<file path="src/rtl/pmhc_pkg.sv">
// Package for the model header checker: stream state, result codes and constants.
// Used by pmhc_csr, pmhc_step and protobuf_model_header_checker_unit.
package pmhc_pkg;

   localparam int unsigned CONT_BYTES_MAX = 4;
   localparam int unsigned IDX_W          = $clog2(CONT_BYTES_MAX + 1);

   localparam logic [7:0] CONT_BIT_MASK = 8'h80;

   localparam logic [2:0] WT_VARINT = 3'd0;
   localparam logic [2:0] WT_LENGTH = 3'd2;

   localparam logic [3:0] REQUIRED_RESET = 4'd3;

   localparam int unsigned CSR_ADDR_W = 3;
   localparam logic [0:0]  CSR_IDX_REQUIRED = 1'b0;

   typedef enum logic [3:0] {
      PH_KEY   = 4'b0001,
      PH_VALUE = 4'b0010,
      PH_LEN   = 4'b0100,
      PH_SKIP  = 4'b1000
   } phase_type;

   typedef enum logic [1:0] {
      R_OK     = 2'd0,
      R_BADKEY = 2'd1,
      R_DUP    = 2'd2,
      R_EARLY  = 2'd3
   } reason_type;

   typedef struct packed {
      phase_type        phase;
      logic [31:0]      length_accum;
      logic [IDX_W-1:0] varint_index;
      logic [31:0]      skip_left;
      logic [15:0]      seen_mask;
      logic [3:0]       found_count;
      logic             verdict_given;
      logic [3:0]       pending_field;
   } stream_state_type;

   typedef struct packed {
      logic [7:0] data_byte;
      logic       stream_start;
      logic       stream_end;
   } item_type;

   typedef struct packed {
      logic       is_valid;
      reason_type reason;
      logic [3:0] fields_found;
   } verdict_type;

   localparam stream_state_type STATE_CLEAR = '{
      phase:         PH_KEY,
      length_accum:  32'd0,
      varint_index:  '0,
      skip_left:     32'd0,
      seen_mask:     16'd0,
      found_count:   4'd0,
      verdict_given: 1'b0,
      pending_field: 4'd0
   };

   function automatic logic is_length_field(input logic [3:0] f);
      logic r;
      case (f)
         4'd2, 4'd3, 4'd4, 4'd6, 4'd7, 4'd8, 4'd14: r = 1'b1;
         default:                                   r = 1'b0;
      endcase
      return r;
   endfunction

endpackage

</file>
<file path="src/rtl/pmhc_csr.sv">
// Configuration register file for the model header checker (APB-style port).
// Depends on pmhc_pkg.
module pmhc_csr (
   input  logic                             clock,
   input  logic                             reset,
   input  logic                             csr_psel,
   input  logic                             csr_penable,
   input  logic                             csr_pwrite,
   input  logic [pmhc_pkg::CSR_ADDR_W-1:0]  csr_paddr,
   input  logic [31:0]                      csr_pwdata,
   output logic [31:0]                      csr_prdata,
   output logic                             csr_pready,
   output logic [3:0]                       required_fields
);
   import pmhc_pkg::*;

   logic [3:0] required_ff;
   logic [3:0] required_in;
   logic       wr_en;

   assign csr_pready = 1'b1;
   assign wr_en = csr_psel & csr_penable & csr_pwrite & csr_pready;

   always_comb begin
      required_in = required_ff;
      if (wr_en && (csr_paddr[2] == CSR_IDX_REQUIRED)) begin
         required_in = csr_pwdata[3:0];
      end
   end

   always_ff @(posedge clock) begin
      if (reset) begin
         required_ff <= REQUIRED_RESET;
      end else begin
         required_ff <= required_in;
      end
   end

   always_comb begin
      csr_prdata = 32'd0;
      if (csr_paddr[2] == CSR_IDX_REQUIRED) begin
         csr_prdata = {28'd0, required_ff};
      end
   end

   assign required_fields = required_ff;

endmodule

</file>
<file path="src/rtl/pmhc_step.sv">
// Per-byte decode of the protobuf key/varint/payload state and verdict logic.
// Depends on pmhc_pkg.
module pmhc_step (
   input  pmhc_pkg::stream_state_type cur_state,
   input  pmhc_pkg::item_type         item,
   input  logic [3:0]                 required_fields,
   output pmhc_pkg::stream_state_type next_state,
   output logic                       res_valid,
   output pmhc_pkg::verdict_type      result
);
   import pmhc_pkg::*;

   stream_state_type s;
   stream_state_type n;
   logic [7:0]       b;
   logic [3:0]       f;
   logic [2:0]       wt;
   logic             good;
   logic             last;
   logic [7:0]       part;
   logic [5:0]       shamt;
   logic [31:0]      accum;
   logic [15:0]      bit_sel;
   logic [3:0]       cnt;

   always_comb begin
      s         = item.stream_start ? STATE_CLEAR : cur_state;
      n         = s;
      b         = item.data_byte;
      f         = b[6:3];
      wt        = b[2:0];
      good      = 1'b0;
      last      = (32'(s.varint_index) >= CONT_BYTES_MAX) || ((b & CONT_BIT_MASK) == 8'd0);
      part      = last ? b : {1'b0, b[6:0]};
      shamt     = 6'(s.varint_index) * 6'd7;
      accum     = s.length_accum | (32'(part) << shamt);
      bit_sel   = 16'd1 << s.pending_field;
      cnt       = s.found_count + 4'd1;
      res_valid = 1'b0;
      result    = '{is_valid: 1'b0, reason: R_OK, fields_found: s.found_count};

      if (!s.verdict_given) begin
         if (required_fields == 4'd0) begin
            res_valid       = 1'b1;
            result.is_valid = 1'b1;
            n.verdict_given = 1'b1;
         end else begin
            unique case (s.phase)
               PH_KEY: begin
                  if ((b & CONT_BIT_MASK) == 8'd0) begin
                     if (f == 4'd1 || f == 4'd5) begin
                        good    = (wt == WT_VARINT);
                        n.phase = PH_VALUE;
                     end else if (is_length_field(f)) begin
                        good    = (wt == WT_LENGTH);
                        n.phase = PH_LEN;
                     end
                  end
                  if (!good) begin
                     n.phase         = PH_KEY;
                     res_valid       = 1'b1;
                     result.reason   = R_BADKEY;
                     n.verdict_given = 1'b1;
                  end else begin
                     n.pending_field = f;
                     n.length_accum  = 32'd0;
                     n.varint_index  = '0;
                  end
               end
               PH_VALUE, PH_LEN: begin
                  n.length_accum = accum;
                  if (!last) begin
                     n.varint_index = s.varint_index + 1'b1;
                  end else begin
                     n.varint_index = '0;
                     if ((s.seen_mask & bit_sel) != 16'd0) begin
                        res_valid       = 1'b1;
                        result.reason   = R_DUP;
                        n.verdict_given = 1'b1;
                     end else begin
                        n.seen_mask   = s.seen_mask | bit_sel;
                        n.found_count = cnt;
                        if (cnt >= required_fields) begin
                           res_valid           = 1'b1;
                           result.is_valid     = 1'b1;
                           result.fields_found = cnt;
                           n.verdict_given     = 1'b1;
                        end else if (s.phase == PH_LEN && accum != 32'd0) begin
                           n.skip_left = accum;
                           n.phase     = PH_SKIP;
                        end else begin
                           n.phase = PH_KEY;
                        end
                     end
                  end
               end
               PH_SKIP: begin
                  n.skip_left = s.skip_left - 32'd1;
                  if (s.skip_left == 32'd1) begin
                     n.phase = PH_KEY;
                  end
               end
               default: begin
                  n.phase = PH_KEY;
               end
            endcase
         end
      end

      if (item.stream_end) begin
         if (!n.verdict_given) begin
            res_valid = 1'b1;
            result    = '{is_valid: 1'b0, reason: R_EARLY, fields_found: n.found_count};
         end
         n = STATE_CLEAR;
      end

      next_state = n;
   end

endmodule

</file>
<file path="src/rtl/protobuf_model_header_checker_unit.sv">
// Top level of the model header checker: input register, decode step, result register.
// Depends on pmhc_pkg, pmhc_csr and pmhc_step.
//
// Usage:
//   req channel carries one stream byte per transaction; tuser marks the first
//   byte of a stream (clears the decode state), tlast marks the last byte.
//   rsp channel carries at most one verdict per stream: is_valid, reason
//   (ok, bad key or wire type, duplicate field, ended early) and the number of
//   distinct fields found. Bytes after a verdict give nothing until the stream
//   ends or restarts; a stream end without a verdict gives an "ended early" one.
//   The csr port holds required_fields at address 0 (reset value 3).
// Timing:
//   A byte is registered on acceptance and decoded from the input register;
//   its verdict is registered in the result register. One byte per cycle is
//   sustained while rsp takes verdicts; the state update is one pass per byte.
//   When rsp stalls with a verdict held, the input register still takes a byte;
//   req_tready drops only while both the input and result registers are full.
// Reset:
//   Synchronous, active high; clears the stream state, both valid flags and
//   sets required_fields back to 3.
module protobuf_model_header_checker_unit (
   input  logic                             clock,
   input  logic                             reset,
   input  logic                             req_tvalid,
   output logic                             req_tready,
   input  logic [7:0]                       req_tdata,   // [7:0] data_byte
   input  logic                             req_tuser,   // [0] stream_start
   input  logic                             req_tlast,
   output logic                             rsp_tvalid,
   input  logic                             rsp_tready,
   output logic [7:0]                       rsp_tdata,   // [0] is_valid, [2:1] reason,
                                                         // [6:3] fields_found, [7] zero
   input  logic                             csr_psel,
   input  logic                             csr_penable,
   input  logic                             csr_pwrite,
   input  logic [pmhc_pkg::CSR_ADDR_W-1:0]  csr_paddr,
   input  logic [31:0]                      csr_pwdata,
   output logic [31:0]                      csr_prdata,
   output logic                             csr_pready
);
   import pmhc_pkg::*;

   logic [3:0]       required_fields;

   logic             in_valid_ff;
   logic             in_valid_in;
   item_type         item_ff;

   stream_state_type state_ff;
   stream_state_type state_in;
   stream_state_type step_state;

   logic             step_res_valid;
   verdict_type      step_result;

   logic             out_valid_ff;
   logic             out_valid_in;
   verdict_type      out_ff;

   logic             fire;
   logic             req_fire;

   pmhc_csr u_csr (
      .clock           (clock),
      .reset           (reset),
      .csr_psel        (csr_psel),
      .csr_penable     (csr_penable),
      .csr_pwrite      (csr_pwrite),
      .csr_paddr       (csr_paddr),
      .csr_pwdata      (csr_pwdata),
      .csr_prdata      (csr_prdata),
      .csr_pready      (csr_pready),
      .required_fields (required_fields)
   );

   pmhc_step u_step (
      .cur_state       (state_ff),
      .item            (item_ff),
      .required_fields (required_fields),
      .next_state      (step_state),
      .res_valid       (step_res_valid),
      .result          (step_result)
   );

   assign fire       = in_valid_ff & (~out_valid_ff | rsp_tready);
   assign req_tready = ~in_valid_ff | fire;
   assign req_fire   = req_tvalid & req_tready;

   always_comb begin
      in_valid_in = in_valid_ff;
      if (req_fire) begin
         in_valid_in = 1'b1;
      end else if (fire) begin
         in_valid_in = 1'b0;
      end
   end

   always_comb begin
      out_valid_in = out_valid_ff;
      if (rsp_tready) begin
         out_valid_in = 1'b0;
      end
      if (fire && step_res_valid) begin
         out_valid_in = 1'b1;
      end
   end

   assign state_in = fire ? step_state : state_ff;

   always_ff @(posedge clock) begin
      if (reset) begin
         in_valid_ff  <= 1'b0;
         out_valid_ff <= 1'b0;
         state_ff     <= STATE_CLEAR;
      end else begin
         in_valid_ff  <= in_valid_in;
         out_valid_ff <= out_valid_in;
         state_ff     <= state_in;
      end
   end

   always_ff @(posedge clock) begin
      if (req_fire) begin
         item_ff <= '{data_byte: req_tdata, stream_start: req_tuser, stream_end: req_tlast};
      end
      if (fire && step_res_valid) begin
         out_ff <= step_result;
      end
   end

   assign rsp_tvalid = out_valid_ff;
   assign rsp_tdata  = {1'b0, out_ff.fields_found, out_ff.reason, out_ff.is_valid};

endmodule
</file>
<file path="config.mk">
export PLATFORM = sky130hd
export DESIGN_NAME = protobuf_model_header_checker_unit
export DESIGN_NICKNAME = d
export VERILOG_FILES = /design/src/rtl/pmhc_pkg.sv /design/src/rtl/pmhc_csr.sv /design/src/rtl/pmhc_step.sv /design/src/rtl/protobuf_model_header_checker_unit.sv
export SDC_FILE = /design/constraint.sdc
export NUM_CORES = 1
export LEC_CHECK = 0
export BUFFER_PORTS_ARGS = -buffer_cell sky130_fd_sc_hd__clkbuf_2
export CORE_ASPECT_RATIO = 0.5
export CORE_MARGIN = 3
export CORE_UTILIZATION = 25
export CTS_CLUSTER_SIZE = 25
export DETAILED_ROUTE_END_ITERATION = 16
export PLACE_DENSITY = 0.44
export SLEW_MARGIN = 20
export SYNTH_ARGS = -nofsm -noshare
export SYNTH_HDL_FRONTEND = slang
export SYNTH_SLANG_ARGS = --single-unit
</file>
<file path="constraint.sdc">
create_clock -name clock -period 5.7 [get_ports clock]
set_input_delay 0.57 -clock clock [delete_from_list [all_inputs] [get_ports clock]]
set_output_delay 0.57 -clock clock [all_outputs]
set_load 0.1 [all_outputs]
</file>
==> results.json <==
{
  "synth_fa_ha_area_share_pct": 1.79,
  "crit_buf_inv": 3,
  "crit_arrival_ns": 5.56,
  "dpl.cell_count": 1647,
  "synth_area_leaders": "dfxtp_1, a21oi_1, nor2_1, edfxtp_1, o21ai_0",
  "p_per_area_nw_per_um2": 243,
  "viasPerCell": 5.60,
  "finalCritPeriodShare_pct": 91.7,
  "setup_viol_count_final": 0,
  "place_hpwl_um": 25200,
  "endpoint_kind": "flop",
  "synth_xor_xnor_area_share_pct": 0.995,
  "nets": 1265,
  "worst_pin_slew_ns": 1.07,
  "fp-row-count": 47,
  "overflow": 0,
  "power_mw": 2.41,
  "numCtsBuffers": 17,
  "synth-simple-area-share_pct": 24.3,
  "synth_flop_cell": "dfxtp_1",
  "busiest_layer": "met2",
  "core_sq_um": 33900,
  "die_w_um": 271,
  "track_usage_pct": 18.6,
  "worst-setup-path-type": "flop to flop",
  "drtIter0Drc": 1019,
  "h-tree-depth": 4,
  "gp_congestion": 0.926,
  "synth-compound-area-share_pct": 31.5,
  "cpPeakStageDelay_ns": 0.94,
  "vias": 9401,
  "insertion_delay_ns": 0.44,
  "cts_resized": 0,
  "syn_avg_cell_area_sq_um": 7.32,
  "portBuffers": 34,
  "cp_max_fo": 20,
  "avgRoutedWirePerCell_um": 21.2,
  "yosysSeqAreaShare_pct": 29.0,
  "grt_util_met2_pct": 27.5,
  "clockRootBuffer": "clkbuf_16",
  "stdcell_count": 1679,
  "tritoncts": "done",
  "syn_inst": 1202,
  "synth_mux_area_share_pct": 4.34,
  "yosys_warnings": 0,
  "startpoint_type": "flop",
  "drive_gt1_share_pct": 10.5,
  "grt_pass1_vias": 8751,
  "drc": 0,
  "synth-edff-count": 17,
  "die-area_sq_um": 37600,
  "gr-usage-met3_pct": 4.11,
  "status": "complete, no violations",
  "p_leak_nw": 3.67,
  "cp_slowest_cell": "fa_1",
  "critical_path_required_ns": 6.03,
  "ir_drop_uv": 160,
  "syn_to_final_growth_pct": 12.8,
  "period_minus_slack_ns": 5.23,
  "use_met1_pct": 26.8,
  "antenna_found_initial": 1,
  "grt_pass1_wl_um": 54600,
  "clock.fmax_mhz": 191,
  "path_cells": "nand2b_1, a21oi_1, ha_1, ha_1, inv_1, fa_1, inv_1, nand2_1, o221ai_1, nor4_1, nand4b_1, o21ai_4, buf_12, mux2i_1, nand2_1, a32o_1",
  "critPathTopFamily": "adder cells",
  "ys_ff_latch": 119,
  "fin_skew_ns": 0.0124,
  "async_reset_ff_share_pct": 0,
  "hp-class": "input pin to flop",
  "clk_pin_slew_ns": 0.06,
  "yosys.area.top_type_share_pct": 23.2,
  "syn_area_sq_um": 8800,
  "initial_core_util_pct": 26.0,
  "drtPass1Iterations": 8,
  "synth_cell_types": 97,
  "hold_viol": 0,
  "die_h_um": 139,
  "cap_violations": 0,
  "synth_top_family_by_area": "compound AO/OA/AOI/OAI gates",
  "ant_nets": 0,
  "slew_headroom_pct": 28.8,
  "grt_max_degree": 88,
  "routed_wl_um": 35500,
  "top_level_ports": 95,
  "synth_largest_area_cell": "dfxtp_1",
  "clock-sinks": 119,
  "ctsHoldBuffers": 0,
  "tns_ns": 0,
  "rsz0062_at_grt": "false",
  "finalMaxSlewViolations": 0,
  "clockBufferDepth": 2,
  "antennaDiodeCount": 0,
  "post_cts_buffers": 0
}
==> layout by cell type, fill, tap and decap left out, types with 5 or more instances in the layout <==
master and count:
xor2_1 6, inv_1 34, o22ai_1 27, conb_1 30
a211oi_1 17, a21oi_1 135, or2_2 5, a22o_1 5
nand2_1 94, ha_1 11, o21bai_1 8, a21o_1 6
o21ai_0 81, nor4_1 13, a22oi_1 34, o31ai_1 8
nor3_1 49, clkbuf_16 17, buf_4 28, o21a_1 6
mux2i_1 31, and3_1 6, clkbuf_2 33, or3_1 5
a21boi_0 5, o21ai_1 6, o22a_1 5, nand3_1 23
dfxtp_1 102, nand2b_1 13, edfxtp_1 17, and2_1 8
a31oi_1 14, o211ai_1 11, nand4_1 6, nor2_1 169
nor2b_1 18, nand3b_1 7
==> routing by layer <==
layer | part of all wire [%] | vias to the layer above | routed length [um]
li1 | - | 4380 | -
met4 | 1.8 | 2 | 637
met5 | 0.037 | - | 13
met1 | 46 | 4558 | 16500
met2 | 43 | 408 | 15400
met3 | 8.4 | 53 | 2980
==> sequential cells by signal (all words and copies together) (netlist names) <==
| name | flops |
|---|---|
| rsp_tvalid | 1 |
| u_csr.required_fields | 4 |
| item_ff | 10 |
| rsp_tdata | 7 |
| state_ff | 96 |
| in_valid_ff | 1 |
==> per-stage QoR <==
stage               instance area, sq um  utilization [%]  worst slack [ns]  hold slack [ns]
floorplan                           8900                -             0.481            0.429
finish                              9930             29.3             0.473            0.304
detailed placement                  9330             27.5             0.631            0.451
global placement                    9320             27.5             0.632            0.443
global route                        9930             29.3            0.0360            0.276
CTS                                 9930             29.3             0.605            0.273
==> worst register-to-register path, cell delays in order, from the launching register on <==
cell and delay [ns]:
dfxtp_1 0.65, nand2b_1 0.31, a21oi_1 0.35, ha_1 0.20, ha_1 0.18, inv_1 0.07, fa_1 0.94, inv_1 0.22
nand2_1 0.14, o221ai_1 0.17, nor4_1 0.42, nand4b_1 0.34, o21ai_4 0.33, buf_12 0.24, mux2i_1 0.23, nand2_1 0.07
a32o_1 0.25
==> where the power goes <==
group	switching, mW	total [mW]	internal, mW
Clock	0.445	1.14	0.690
Combinational	0.297	0.375	0.0781
Sequential	0.0278	0.898	0.870
Total	0.770	2.41	1.64
==> cell usage after synthesis (all sizes together), types with 7 or more instances <==
cell      n
a211oi   18
a21oi   135
a22oi    35
a31oi    14
and2      8
buf      56
clkbuf   55
dfxtp   102
edfxtp   17
ha       11
inv      36
mux2i    31
nand2    95
nand2b   13
nand3    23
nand3b    8
nand4     7
nor2    169
nor2b    18
nor3     50
nor4     13
o211ai   11
o21ai    88
o21bai    8
o22ai    28
o31ai     9
or2       7
==> logic make-up after synthesis <==
group           after synthesis
flops                       119
buf+inv                     148
xor+xnor                     10
mux                          36
fa+ha+maj                    12
other cells                   2
compound gates              429
simple gates                446
==> worst paths after layout <==
path	start	end	slack (ns)	depth (start not counted)
worst max-delay path	state_ff[57]	state_ff[37]	0.47	16
worst min-delay path	req_tdata[4]	item_ff[6]	0.30	1
worst max register to register	state_ff[57]	state_ff[37]	0.47	16
worst min register to register	state_ff[9]	state_ff[9]	0.46	2
==> final cells by class <==
class	count	area, sq um
fillers	3686	23900
multi-input cells	963	5660
flip-flops and latches	119	2550
well taps	465	582
clock buffers	18	429
repair buffers	63	400
clock inverters	14	170
inverters	37	139
Note: power is estimated with default switching activity, not from simulation.
